### config.mk
export PLATFORM = sky130hd
export DESIGN_NAME = stlb_ctrl
export DESIGN_NICKNAME = d
export VERILOG_FILES = /design/src/stlb_pkg.sv /design/src/stlb_ctrl.sv
export SDC_FILE = /design/constraint.sdc
export NUM_CORES = 1
export LEC_CHECK = 0
export ABC_AREA = 1
export BUFFER_PORTS_ARGS = -buffer_cell sky130_fd_sc_hd__buf_4
export CAP_MARGIN = 20
export CORE_AREA = 2 2 39 41
export DETAILED_ROUTE_END_ITERATION = 12
export DIE_AREA = 0 0 41 43
export GPL_TIMING_DRIVEN = 1
export PLACE_DENSITY = 0.44
export SLEW_MARGIN = 20
export SYNTH_ARGS = -nofsm -noshare
export SYNTH_HDL_FRONTEND = slang
export SYNTH_SLANG_ARGS = --single-unit
### constraint.sdc
create_clock -name i_clk -period 3.3 [get_ports i_clk]
set_input_delay 0 -clock i_clk [delete_from_list [all_inputs] [get_ports i_clk]]
set_output_delay 0 -clock i_clk [all_outputs]
set_load 0.01 [all_outputs]
### src/stlb_pkg.sv
// Shared types, constants and command/status bundles for the lower-bound search block.
package stlb_pkg;

    localparam int TABLE_DEPTH = 1024;
    localparam int ADDR_W      = $clog2(TABLE_DEPTH);
    localparam int SIZE_W      = 11;
    localparam int IDX_W       = 10;
    localparam int KEY_W       = 32;

    typedef enum logic [0:0] {
        ACT_LOAD  = 1'b0,
        ACT_QUERY = 1'b1
    } t_action;

    typedef struct packed {
        t_action                   action;
        logic        [IDX_W-1:0]   entry_index;
        logic signed [KEY_W-1:0]   entry_value;
        logic signed [KEY_W-1:0]   query_key;
    } t_item;

    typedef struct packed {
        logic                      match_found;
        logic        [SIZE_W-1:0]  match_index;
        logic signed [KEY_W-1:0]   match_value;
    } t_result;

    typedef enum logic [1:0] {
        S_IDLE,
        S_ISSUE,
        S_PROBE,
        S_FETCH
    } t_state;

    typedef enum logic [1:0] {
        RD_CUR,
        RD_NEXT,
        RD_POS
    } t_rd_sel;

    typedef struct packed {
        logic    write_entry;
        logic    load_query;
        logic    step;
        logic    adv_pos;
        logic    emit_hit;
        logic    emit_miss;
        t_rd_sel rd_sel;
    } t_dp_cmd;

    typedef struct packed {
        logic len_gt1;
        logic key_less;
        logic pos_lt_n;
        logic n_zero;
    } t_dp_sts;

    // Probe address for a search window: midpoint while the window is wider than one.
    function automatic logic [ADDR_W-1:0] probe_addr(input logic [ADDR_W-1:0] base,
                                                     input logic [SIZE_W-1:0] len);
        logic [SIZE_W-1:0] half;
        half = len >> 1;
        return (len > SIZE_W'(1)) ? base + half[ADDR_W-1:0] : base;
    endfunction

endpackage

### src/stlb_ctrl.sv
// Controller state machine sequencing loads, halving probes and result emission.
module stlb_ctrl import stlb_pkg::*; (
    input  logic    i_clk,
    input  logic    i_rst_n,
    input  logic    i_start,
    input  t_action i_action,
    input  t_dp_sts i_sts,
    output t_dp_cmd o_cmd,
    output logic    o_busy
);

    t_state r_state;
    t_state n_state;

    always_ff @(posedge i_clk) begin
        if (!i_rst_n) begin
            r_state <= S_IDLE;
        end else begin
            r_state <= n_state;
        end
    end

    always_comb begin
        n_state = r_state;
        o_cmd   = '{default: '0, rd_sel: RD_CUR};
        o_busy  = 1'b1;
        case (r_state)
            S_IDLE: begin
                o_busy = 1'b0;
                if (i_start) begin
                    if (i_action == ACT_QUERY) begin
                        o_cmd.load_query = 1'b1;
                        n_state          = S_ISSUE;
                    end else begin
                        o_cmd.write_entry = 1'b1;
                    end
                end
            end
            S_ISSUE: begin
                if (i_sts.n_zero) begin
                    o_cmd.emit_miss = 1'b1;
                    n_state         = S_IDLE;
                end else begin
                    o_cmd.rd_sel = RD_CUR;
                    n_state      = S_PROBE;
                end
            end
            S_PROBE: begin
                if (i_sts.len_gt1) begin
                    o_cmd.step   = 1'b1;
                    o_cmd.rd_sel = RD_NEXT;
                end else if (!i_sts.key_less) begin
                    o_cmd.emit_hit = 1'b1;
                    n_state        = S_IDLE;
                end else if (i_sts.pos_lt_n) begin
                    o_cmd.adv_pos = 1'b1;
                    o_cmd.rd_sel  = RD_POS;
                    n_state       = S_FETCH;
                end else begin
                    o_cmd.emit_miss = 1'b1;
                    n_state         = S_IDLE;
                end
            end
            S_FETCH: begin
                o_cmd.emit_hit = 1'b1;
                n_state        = S_IDLE;
            end
            default: begin
                n_state = S_IDLE;
            end
        endcase
    end

endmodule

==> results of run 1 <==
cells in the mapped netlist:
cell	count
sky130_fd_sc_hd__inv_1	9
sky130_fd_sc_hd__nor2_1	9
sky130_fd_sc_hd__nand2_1	6
sky130_fd_sc_hd__ha_1	5
sky130_fd_sc_hd__a21oi_1	2
sky130_fd_sc_hd__buf_4	2
sky130_fd_sc_hd__dfxtp_1	2
sky130_fd_sc_hd__nand3_1	2
sky130_fd_sc_hd__a21boi_0	1
sky130_fd_sc_hd__a21o_2	1
sky130_fd_sc_hd__nand2_2	1
sky130_fd_sc_hd__nand3_2	1
sky130_fd_sc_hd__nor3_2	1
power by group:
group	switching, uW	leakage, uW	internal, uW
registers	2.39	0.0000164	26.6
clock network	13.4	0.0000138	40.1
logic	21.8	0.000225	21.1
metrics by stage:
step	instances	total power, uW	util [%]	worst slack (ps)
4_1_cts	75	130.3	30.20	1960
2_1_floorplan	42	53.90	-	2163
5_1_grt	75	135.9	30.20	1828
3_3_place_gp	72	73.35	28.57	2026
6_report	75	125.4	30.20	1990
3_5_place_dp	72	72.83	28.57	2003
worst reg2reg max path: stages (launching register included):
cell                      delay [ps]
sky130_fd_sc_hd__dfxtp_1         370
sky130_fd_sc_hd__inv_1           110
sky130_fd_sc_hd__ha_1            260
sky130_fd_sc_hd__nand2_1         140
sky130_fd_sc_hd__nand3_1         110
sky130_fd_sc_hd__nor2_1          150
sky130_fd_sc_hd__nor3_2           50
path summary, 6_finish.rpt:
kind,start,endpoint,slack (ps),cells after the start
max,r_state[0]$_SDFFE_PN0P_,o_cmd[3],1990,4
min,i_rst_n,r_state[1]$_SDFFE_PN0P_,20,3
max reg2reg,r_state[0]$_SDFFE_PN0P_,r_state[0]$_SDFFE_PN0P_,2010,6
min reg2reg,r_state[0]$_SDFFE_PN0P_,r_state[0]$_SDFFE_PN0P_,600,2
routing by layer:
metal  wire [um]  vias to the layer above
met5           0                        -
li1            -                      158
met1         230                      113
met4           0                        0
met2         269                       13
met3          82                        0
final cells by class:
class	count	area share, %
clock buffer	3	5.389
multi-input combinational	29	43.41
sequential	2	9.581
tap	16	4.790
inverter	9	8.084
timing repair buffer	16	28.74
cell families (layout without fill, tap and decap cells):
logic type                 Yosys count  count (layout)  synth area share (%)
AOI/OAI and AO/OA                    4               4                 9.724
adders and majority gates            5               5                 23.15
buffers and inverters               11              28                 18.05
DFF                                  2               2                 14.82
and+or+nand+nor                     20              20                 34.26
==> results by stage, run 1 <==
Worst setup path:
- Broken down by cell family, the worst path's largest delay share belongs to flip-flops.
- The critical path data arrival time is 1310 ps.
- The worst setup path is launched from a flip-flop.
- On the worst path, the slowest cell contributes a delay of 370 ps.
- The critical path in this run is classified as flip-flop to output pin.
- The required time of the worst setup path is 3300 ps.
- Along the worst path, the maximum fanout reaches 4.
- The nature of the critical path endpoint is an output pin.
- The cell with the biggest individual delay on the critical path is sky130_fd_sc_hd__dfxtp_1.
- The signal on the critical path passes through inv_1 -> ha_1 -> a21o_2 -> buf_4.
- The number of buffers and inverters on the critical path is 2.

Finish:
- The number of antenna diodes in the final layout is 0.
- The area occupied by multi-input gates is 181.4 sq um.
- The largest registers in the layout are r_state x2.
- The register with the most flip-flops in the layout has 2 of them.
- The final net count is 74.
- From synthesis to final layout, the design area changed by 54.63%.
- Leaving out fill and tap cells, the most frequent cell in the layout is sky130_fd_sc_hd__buf_4.
- The footprint of the flip-flops and latches is 40.04 sq um.
- The layout cell share with drive strength beyond 1 is 38.98%.
- The number of fill cells in the layout is 149.
- The final non-filler cell area is 417.9 sq um.
- r_state holds more flip-flops than any other register.
- In the layout the commonest cells are sky130_fd_sc_hd__buf_4 (16), sky130_fd_sc_hd__inv_1 (9), sky130_fd_sc_hd__nor2_1 (9), sky130_fd_sc_hd__nand2_1 (6), sky130_fd_sc_hd__ha_1 (5).

GRT:
- The via count of the first global-routing pass was 223.
- For this run, global-route usage on met2 was measured as 10.00%.
- For this run the aggregate overflow at the end of global routing stands at 0.
- The layer with the highest usage after global routing is met2.
- The first global-routing pass estimated 814 um of wire.
- The met3 usage in global routing is 1.571%.
- The number of antenna violations at the first check in global routing is 0.
- The routing usage on met1 is 8.280%.
- The pin count of the biggest net entering global routing is 5.
- The overall track demand over capacity in global routing is 7.307%.

Clock network:
- After clock tree synthesis, the clock-pin slew on the worst setup and hold paths is 30 ps.
- The post-cts hold buffer count is 0.
- The number of resized instances in the post-cts repair step is 0.
- The CTS tree is built.
- The tree is rooted in a sky130_fd_sc_hd__clkbuf_4.
- The total clock buffers created by CTS is 3.
- In this run the number of H-tree levels came out at 1.
- For this design, the sink count on the clock tree is 2.
- The number of buffers on the longest clock path is 2.
- The number of buffers added for setup after CTS is 0.
- The clock reaches the later pin of the worst-skew pair after 220 ps.

Timing:
- The upper clock frequency limit is 763.2 MHz.
- The final critical-path required period is 1310 ps.
- The final-report setup violation count is 0.
- Final hold analysis gives a worst-case slack of 19.54 ps.
- The worst pin sits at a relative slew slack of 89.29%.
- Setup repair after global routing left no endpoint under its margin.
- The transition at the pin with the smallest max-transition slack is 160.7 ps.
- After layout, the worst path uses 39.70% of the clock period.
- The final count of pins violating max slew is 0.
- In the final timing run, aggregate negative setup slack is 0 ps.
- The hold violation count in the final report is 0.
- Clock skew on the completed layout was measured at 0.9438 ps.

Detailed routing:
- The final wirelength is 582 um.
- After detailed routing, the average wire length per cell comes to 7.760 um.
- The first-iteration detailed-routing DRC count is 4.
- The count of antenna-violating nets left after detailed routing is 0.
- The number of optimization iterations in the first detailed-route pass is 3.
- For this run, design rule violations remaining after detail routing come to 0.
- In the routed layout, each cell is associated on average with a via count of 3.787.
- The vias after detailed routing is 284.

Place:
- The routability congestion estimate from global placement is 0.6372.
- The count of buffers added on input and output ports is 16.
- The half-perimeter wire length of the detailed placement result is 488.9 um.
- After detailed placement, the total cell area comes to 395.4 sq um.

Synthesis:
- The sequential area share after synthesis is 14.81%.
- Counting every net in the synthesized netlist gives 55.
- sky130_fd_sc_hd__ha_1 takes more of the synthesized area than any other cell.
- Yosys attributes the largest share of cell area to sky130_fd_sc_hd__ha_1 (23%), sky130_fd_sc_hd__dfxtp_1 (15%), sky130_fd_sc_hd__inv_1 (13%).
- Dividing the synthesized area by the synthesized cell count gives 6.435 sq um.
- The count of cell types in the netlist is 13.
- The cell area that synthesis handed to floorplanning was 270.3 sq um.
- The number of instances in the synthesized netlist is 42.
- The number of warnings issued by yosys is 0.
- The fraction of post-synthesis cell area in the top cell type by area is 23.15%.
- After synthesis the netlist holds a flip-flop and latch count of 2.

Power:
- Power spread over the standard cell area amounts to 300.0 nW/um^2.
- In this run the static leakage power is 0.0002555 uW.
- VDD sags by at most 0.1415 mV.

Flow run:
- The max-cap check violation count is 0.

Die:
- The total die area is 1763 sq um.
- From left edge to right edge, the die measures 41 um.
- During I/O placement, the number of pins put on the boundary was 17.
- The core box area is 1384 sq um.
- Measured along the y axis, the die boundary spans 43 um.
- For this configuration, the core starts out at a cell density of 19.53%.
- After floorplanning, the core was divided into 14 placement rows.

Status:
- The run finished with clean final reports.

Hold path:
- The type of the tightest min-delay check is input port to flip-flop.
No activity file was read; power rests on OpenSTA's default activity.
==> run 2: changes to the inputs <==
clock period = 1.3 ns   (was 3.3 ns; I/O delays follow)
==> results by stage, run 2 (synthesized netlist as in run 1, its figures left out) <==
Place:
- The half-perimeter wire length of the detailed placement result is 482.9 um (-1.2%).
- The total of buffers placed on input and output ports is 16 (unchanged).
- The number of placed instances, taps included is 73 (+1.4%).
- The pre-CTS setup slack was 113.0 ps (-1890 ps).
- The routability congestion estimate from global placement is 0.5732 (-10%).
- The post-detailed-placement cell area was 402.9 sq um (+1.9%).

Timing:
- After layout, the worst path uses 92.42% of the clock period.
- The final critical-path required period is 1201 ps.
- The final-report setup violation count came to 0 (unchanged).
- Derived from the worst setup path, the maximum achievable clock frequency is 832.4 MHz.
- The hold violation count in the final report was 0 (unchanged).
- The transition at the pin with the smallest max-transition slack is 148.4 ps (-12.33 ps).
- The final count of pins violating max slew is 0 (unchanged).
- The setup slack of the critical path after layout is 98.59 ps (-1891 ps).
- The setup TNS is 0 ps (unchanged).
- The final worst hold slack is 23.15 ps (+3.610 ps).
- The largest clock skew in the final design was 1.227 ps (+0.2834 ps).
- The max-slew headroom at the worst pin came to 90.11% (+0.82 points).
- Setup repair after global routing left no endpoint under its margin.

Detailed routing:
- The number of optimization iterations in the first detailed-route pass came to 4 (+1).
- The count of antenna-violating nets left after detailed routing is 0 (unchanged).
- The average via count per standard cell is 3.895 (+2.9%).
- The mean routed wirelength per cell was 7.276 um (-6.2%).
- The final wirelength is 553 um (-5.0%).
- The total DRC errors in the routed layout is 0 (unchanged).
- The first-iteration detailed-routing DRC count was 2 (-2).
- The vias after detailed routing is 296 (+4.2%).

Clock network:
- The post-CTS clock slew at the launch and capture registers of the worst setup and hold paths is 30 ps (about the same).
- The post-cts hold buffer count was 0 (unchanged).
- The clock latency of the later-clocked register in the worst-skew pair is 220 ps (about the same).
- The total clock sinks is 2 (unchanged).
- TritonCTS built the clock tree.
- The total clock buffers created by CTS is 3 (unchanged).
- The number of buffers on the longest clock path is 2 (unchanged).
- The cell sitting at the root of the clock tree is a sky130_fd_sc_hd__clkbuf_4.
- The H-tree depth reported by CTS is 1 (unchanged).

Die:
- The vertical die dimension was 43 um (unchanged).
- The starting density of the core came to 19.53% (unchanged).
- The width of the die is 41 um (unchanged).
- The total die area is 1763 sq um (unchanged).
- The boundary pin count was 17 (unchanged).
- The core box area is 1384 sq um (unchanged).
- The total number of placement rows was 14 (unchanged).

Power:
- The worst voltage drop across the vdd grid is 0.4117 mV (+190%).
- The share of power burned in the clock network is 42.1% (-0.5 points).
- The power density normalized to cell area is 761.2 nW/um^2 (+150%).
- The sequential share of power is 21.5% (-1.6 points).
- The power share of the combinational group was 36.4% (+2.1 points).
- The static power due to leakage is 0.0002597 uW (+1.6%).
- The switching power total is 96.39 uW (+160%).
- The internal power of the cells is 229.3 uW (+160%).
- The switching share of power is 29.59% (-0.37 points).

GRT:
- The overall track demand over capacity in global routing came to 7.407% (+0.10 points).
- The remaining global-route overflow is 0 (unchanged).
- The first-pass GRT wire length is 834 um (+2.5%).
- The number of antenna violations at the first check in global routing came to 0 (unchanged).
- The pin count of the biggest net entering global routing is 5 (unchanged).
- The met2 capacity usage during global routing is 10.63% (+0.62 points).
- The routing usage on met1 is 7.006% (-1.3 points).
- After global routing, the most crowded layer is met2.
- The via count of the first global-routing pass came to 248 (+11%).
- The met3 usage in global routing is 3.141% (+1.6 points).

Worst setup path:
- The worst setup path is launched from a flip-flop.
- The critical path starts at r_state[1]$_SDFFE_PN0P_.
- The register-to-register setup slack was 170 ps (-1840 ps).
- The startpoint identified for the worst register-to-register timing path is r_state[0]$_SDFFE_PN0P_.
- The required time of the worst setup path is 1300 ps (-2000 ps).
- The nature of the critical path endpoint is an output pin.
- The setup path with the least slack is of type flip-flop to output pin.
- The stage delay of the slowest cell on the critical path was 360 ps (about the same).
- The critical path data arrival time is 1200 ps (-110 ps).
- Traced cell by cell, the critical path runs through inv_2 -> ha_1 -> a21boi_1 -> buf_4.
- The slowest stage of the critical path is the sky130_fd_sc_hd__dfxtp_1 cell.
- The top fanout value on the critical path is 4 (unchanged).

Finish:
- The layout cell share with drive strength beyond 1 came to 43.33% (+4.4 points).
- The growth of design area from synthesis to finish is 58.33%.
- The number of standard cells in the final layout excluding fillers is 76 (+1.3%).
- The most common cell after layout, fill and taps aside is sky130_fd_sc_hd__buf_4.
- In the layout the commonest cells are sky130_fd_sc_hd__buf_4 (17), sky130_fd_sc_hd__nor2_1 (9), sky130_fd_sc_hd__inv_1 (8), sky130_fd_sc_hd__nand2_1 (6), sky130_fd_sc_hd__ha_1 (4).
- The largest registers in the layout are r_state x2.
- The final net count is 75 (+1.4%).
- The register with the most flip-flops in the final layout is r_state.
- The number of diodes came to 0 (unchanged).
- The final non-filler cell area is 427.9 sq um (+2.4%).
- The flip-flop count of the largest register, all copies and words added is 2 (unchanged).

Flow run:
- The max-cap check violation count is 0 (unchanged).

Status:
- The flow ran to the end, and the final reports show no timing, DRC or antenna violations.

Hold path:
- The min-delay analysis places its worst path in the category input port to flip-flop.
- The startpoint of the lowest-slack hold path is i_rst_n.
[run 2: worst paths after layout]
path / to / cells past startpoint
max: o_cmd[2] / 4
min: r_state[1]$_SDFFE_PN0P_ / 3
max reg2reg: r_state[1]$_SDFFE_PN0P_ / 7
min reg2reg: r_state[1]$_SDFFE_PN0P_ / 4
[run 2: layout make-up]
| type | instances | area (sq um) |
|---|---|---|
| repair buffers | 17 | 127.6 |
| inverters | 9 | 33.78 |
| clock buffers | 3 | 22.52 |
| flip-flops and latches | 2 | 40.04 |
| fillers | 156 | 955.9 |
| multi-input cells | 29 | 183.9 |
| well taps | 16 | 20.02 |
[run 2: layer usage]
metal | part of all wire (%) | up-vias
li1 | - | 162
met1 | 40 | 121
met2 | 48 | 13
met3 | 12 | 0
met4 | 0 | 0
met5 | 0 | -
[run 2: worst max-delay path: cells and delay by family (launching register included)]
kind / cells / cell delay [ps]
buf+inv: 2 / 210
compound gates: 1 / 150
flops: 1 / 360
fa+ha+maj: 1 / 270
[run 2: power groups by stage]
stage	sequential, uW	combinational, uW	clock, uW
floorplan	72.7	64.1	0
detailed placement	70.8	120	0
CTS	70.0	121	150
global placement	70.6	122	0
global route	70.2	137	161
finish	70.1	118	137
[run 2: per-stage QoR]
step / power, uW / util [%]
2_1_floorplan: 136.8 / -
3_3_place_gp: 192.7 / 29.11
3_5_place_dp: 191.3 / 29.11
4_1_cts: 340.4 / 30.74
5_1_grt: 368.7 / 30.92
6_report: 325.7 / 30.92
[run 2: timing repair]
item                       CTS  global route
setup buffers                0             0
gates resized for setup      0             3
setup endpoints to repair    0             3
==> run 3: changes to the inputs <==
MAX_ROUTING_LAYER = met4   (was default)
==> results by stage, run 3 (synthesized netlist as in run 1, its figures left out) <==
Clock network:
- The post-cts hold buffer count came to 0 (unchanged).
- The CTS tree is built.
- The clock latency of the later-clocked register in the worst-skew pair is 220 ps (about the same).
- The total clock sinks is 2 (unchanged).
- The number of buffers added for setup after CTS is 0 (unchanged).
- The post-CTS clock slew at the launch and capture registers of the worst setup and hold paths is 30 ps (about the same).
- The total clock buffers created by CTS is 3 (unchanged).
- The number of buffers on the longest clock path is 2 (unchanged).
- The H-tree depth reported by CTS is 1 (unchanged).
- The cell at the root of the clock tree is sky130_fd_sc_hd__clkbuf_4.

Hold path:
- The type of the tightest min-delay check is input port to flip-flop.
- The cell depth of the worst hold path was 3 (unchanged).
- The worst hold path begins at i_rst_n.
- The path with the worst hold slack has its endpoint at r_state[1]$_SDFFE_PN0P_.

Timing:
- The final-report setup violation count was 0 (unchanged).
- The largest clock skew in the final design was 1.227 ps (unchanged).
- The upper clock frequency limit was 832.4 MHz (unchanged).
- The max-slew headroom at the worst pin is 90.11% (unchanged).
- The final critical-path required period is 1201 ps (unchanged).
- The hold violation count in the final report is 0 (unchanged).
- Setup repair after global routing left no endpoint under its margin.
- The transition at the pin with the smallest max-transition slack is 148.4 ps (unchanged).
- The final critical-path share of the clock period was 92.42% (unchanged).
- The setup TNS is 0 ps (unchanged).
- The final count of pins violating max slew is 0 (unchanged).

Die:
- The boundary pin count is 17 (unchanged).
- The total number of placement rows is 14 (unchanged).
- The total die area was 1763 sq um (unchanged).
- The vertical die dimension is 43 um (unchanged).
- The width of the die is 41 um (unchanged).
- The starting density of the core is 19.53% (unchanged).
- The core box area came to 1384 sq um (unchanged).

GRT:
- The overall track demand over capacity in global routing was 7.590% (+0.18 points).
- The number of antenna violations at the first check in global routing was 0 (unchanged).
- The via count of the first global-routing pass was 250 (+0.81%).
- The remaining global-route overflow is 0 (unchanged).
- The pin count of the biggest net entering global routing came to 5 (unchanged).
- The first-pass GRT wire length came to 834 um (unchanged).

Finish:
- The layout cell share with drive strength beyond 1 is 43.33% (unchanged).
- The area occupied by multi-input gates came to 183.9 sq um (unchanged).
- The most common cell after layout, fill and taps aside is sky130_fd_sc_hd__buf_4.
- The growth of design area from synthesis to finish is 58.33% (unchanged).
- The final net count is 75 (unchanged).
- The number of fill cells in the layout was 156 (unchanged).
- The number of diodes was 0 (unchanged).
- The largest register by flop count is r_state.
- In the layout the commonest cells are sky130_fd_sc_hd__buf_4 (17), sky130_fd_sc_hd__nor2_1 (9), sky130_fd_sc_hd__inv_1 (8), sky130_fd_sc_hd__nand2_1 (6), sky130_fd_sc_hd__ha_1 (4).
- The largest registers in the layout are r_state x2.
- The flip-flop count of the largest register, all copies and words added is 2 (unchanged).
- The footprint of the flip-flops and latches was 40.04 sq um (unchanged).

Place:
- The total of buffers placed on input and output ports was 16 (unchanged).
- The half-perimeter wire length of the detailed placement result is 482.9 um (unchanged).
- The routability congestion estimate from global placement came to 0.5760 (+0.49%).

Detailed routing:
- The total DRC errors in the routed layout is 0 (unchanged).
- The final wirelength is 554 um (+0.18%).
- The vias after detailed routing is 296 (unchanged).
- The number of optimization iterations in the first detailed-route pass is 4 (unchanged).
- The average via count per standard cell came to 3.895 (unchanged).
- The first-iteration detailed-routing DRC count is 2 (unchanged).
- The mean routed wirelength per cell is 7.289 um (+0.18%).
- The count of antenna-violating nets left after detailed routing is 0 (unchanged).

Worst setup path:
- The nature of the critical path endpoint is an output pin.
- The reg-to-reg endpoint is r_state[1]$_SDFFE_PN0P_.
- The required time of the worst setup path is 1300 ps (about the same).
- The top fanout value on the critical path is 4 (unchanged).
- The number of cells on the worst reg-to-reg path is 7 (unchanged).
- The critical path data arrival time is 1200 ps (about the same).
- The worst reg2reg path startpoint is r_state[0]$_SDFFE_PN0P_.
- The worst setup path is launched from a flip-flop.
- The category of the critical setup timing path is flip-flop to output pin.
- The register-to-register setup slack is 170 ps (about the same).

Power:
- The power density normalized to cell area is 761.2 nW/um^2 (about the same).
- The sum of internal, switching and leakage power is 325.7 uW (about the same).
- The static power due to leakage is 0.0002597 uW (unchanged).
- The worst voltage drop across the vdd grid was 0.4117 mV (about the same).

Flow run:
- The max-cap check violation count is 0 (unchanged).

Status:
- The flow ran to the end, and the final reports show no timing, DRC or antenna violations.
==> run 3: worst max path at each step <==
stage / from / to / depth (start not counted)
after floorplan: r_state[0]$_SDFFE_PN0P_ / r_state[0]$_SDFFE_PN0P_ / 6
after global placement: r_state[0]$_SDFFE_PN0P_ / r_state[1]$_SDFFE_PN0P_ / 7
after detailed placement: r_state[0]$_SDFFE_PN0P_ / r_state[1]$_SDFFE_PN0P_ / 7
after CTS: r_state[1]$_SDFFE_PN0P_ / o_cmd[2] / 4
after global routing: r_state[0]$_SDFFE_PN0P_ / o_cmd[4] / 5
final: r_state[1]$_SDFFE_PN0P_ / o_cmd[2] / 4
==> run 3: per-stage QoR <==
stage / util (%) / hold slack [ps] / instances / worst slack (ps) / area (sq um)
after floorplan: - / 47.53 / 42 / 163.1 / 270.3
after global placement: 29.11 / 245.2 / 73 / 106.6 / 402.9
after detailed placement: 29.11 / 249.6 / 73 / 113.0 / 402.9
after CTS: 30.74 / 23.42 / 76 / 16.18 / 425.4
after global routing: 30.92 / 49.78 / 76 / 7.469 / 427.9
final: 30.92 / 23.15 / 76 / 98.59 / 427.9
==> run 3: final cells by class <==
| class | count | area share [%] |
|---|---|---|
| Inverter | 9 | 7.895 |
| Sequential cell | 2 | 9.357 |
| Tap cell | 16 | 4.678 |
| Multi-Input combinational cell | 29 | 42.98 |
| Clock buffer | 3 | 5.263 |
| Timing Repair Buffer | 17 | 29.82 |
==> run 3: per-layer routing <==
layer  up-vias  GRT usage (%)  part of all wire, %  wire length, um
li1        162              -                    -                -
met1       121          7.006                   40              224
met2        13          10.63                   48              264
met3         0          3.141                   12               65
met4         0          8.000                    0                0
met5         -              -                    0                0
==> run 3: power by group <==
group	internal, uW	switching [uW]	total, uW
clock	102	35.3	137
sequential	67.5	2.66	70.1
combinational	60.0	58.5	118
==> run 3: worst max-delay path, stage by stage, from the launching register on <==
cell                       delay (ps)
sky130_fd_sc_hd__dfxtp_1          360
sky130_fd_sc_hd__inv_2             70
sky130_fd_sc_hd__ha_1             270
sky130_fd_sc_hd__a21boi_1         150
sky130_fd_sc_hd__buf_4            140
==> run 3: repair_timing <==
item / 4_1_cts / 5_1_grt
endpoints found under the hold margin: 0 / 0
setup endpoints to repair: 0 / 3
gates resized for setup: 0 / 3
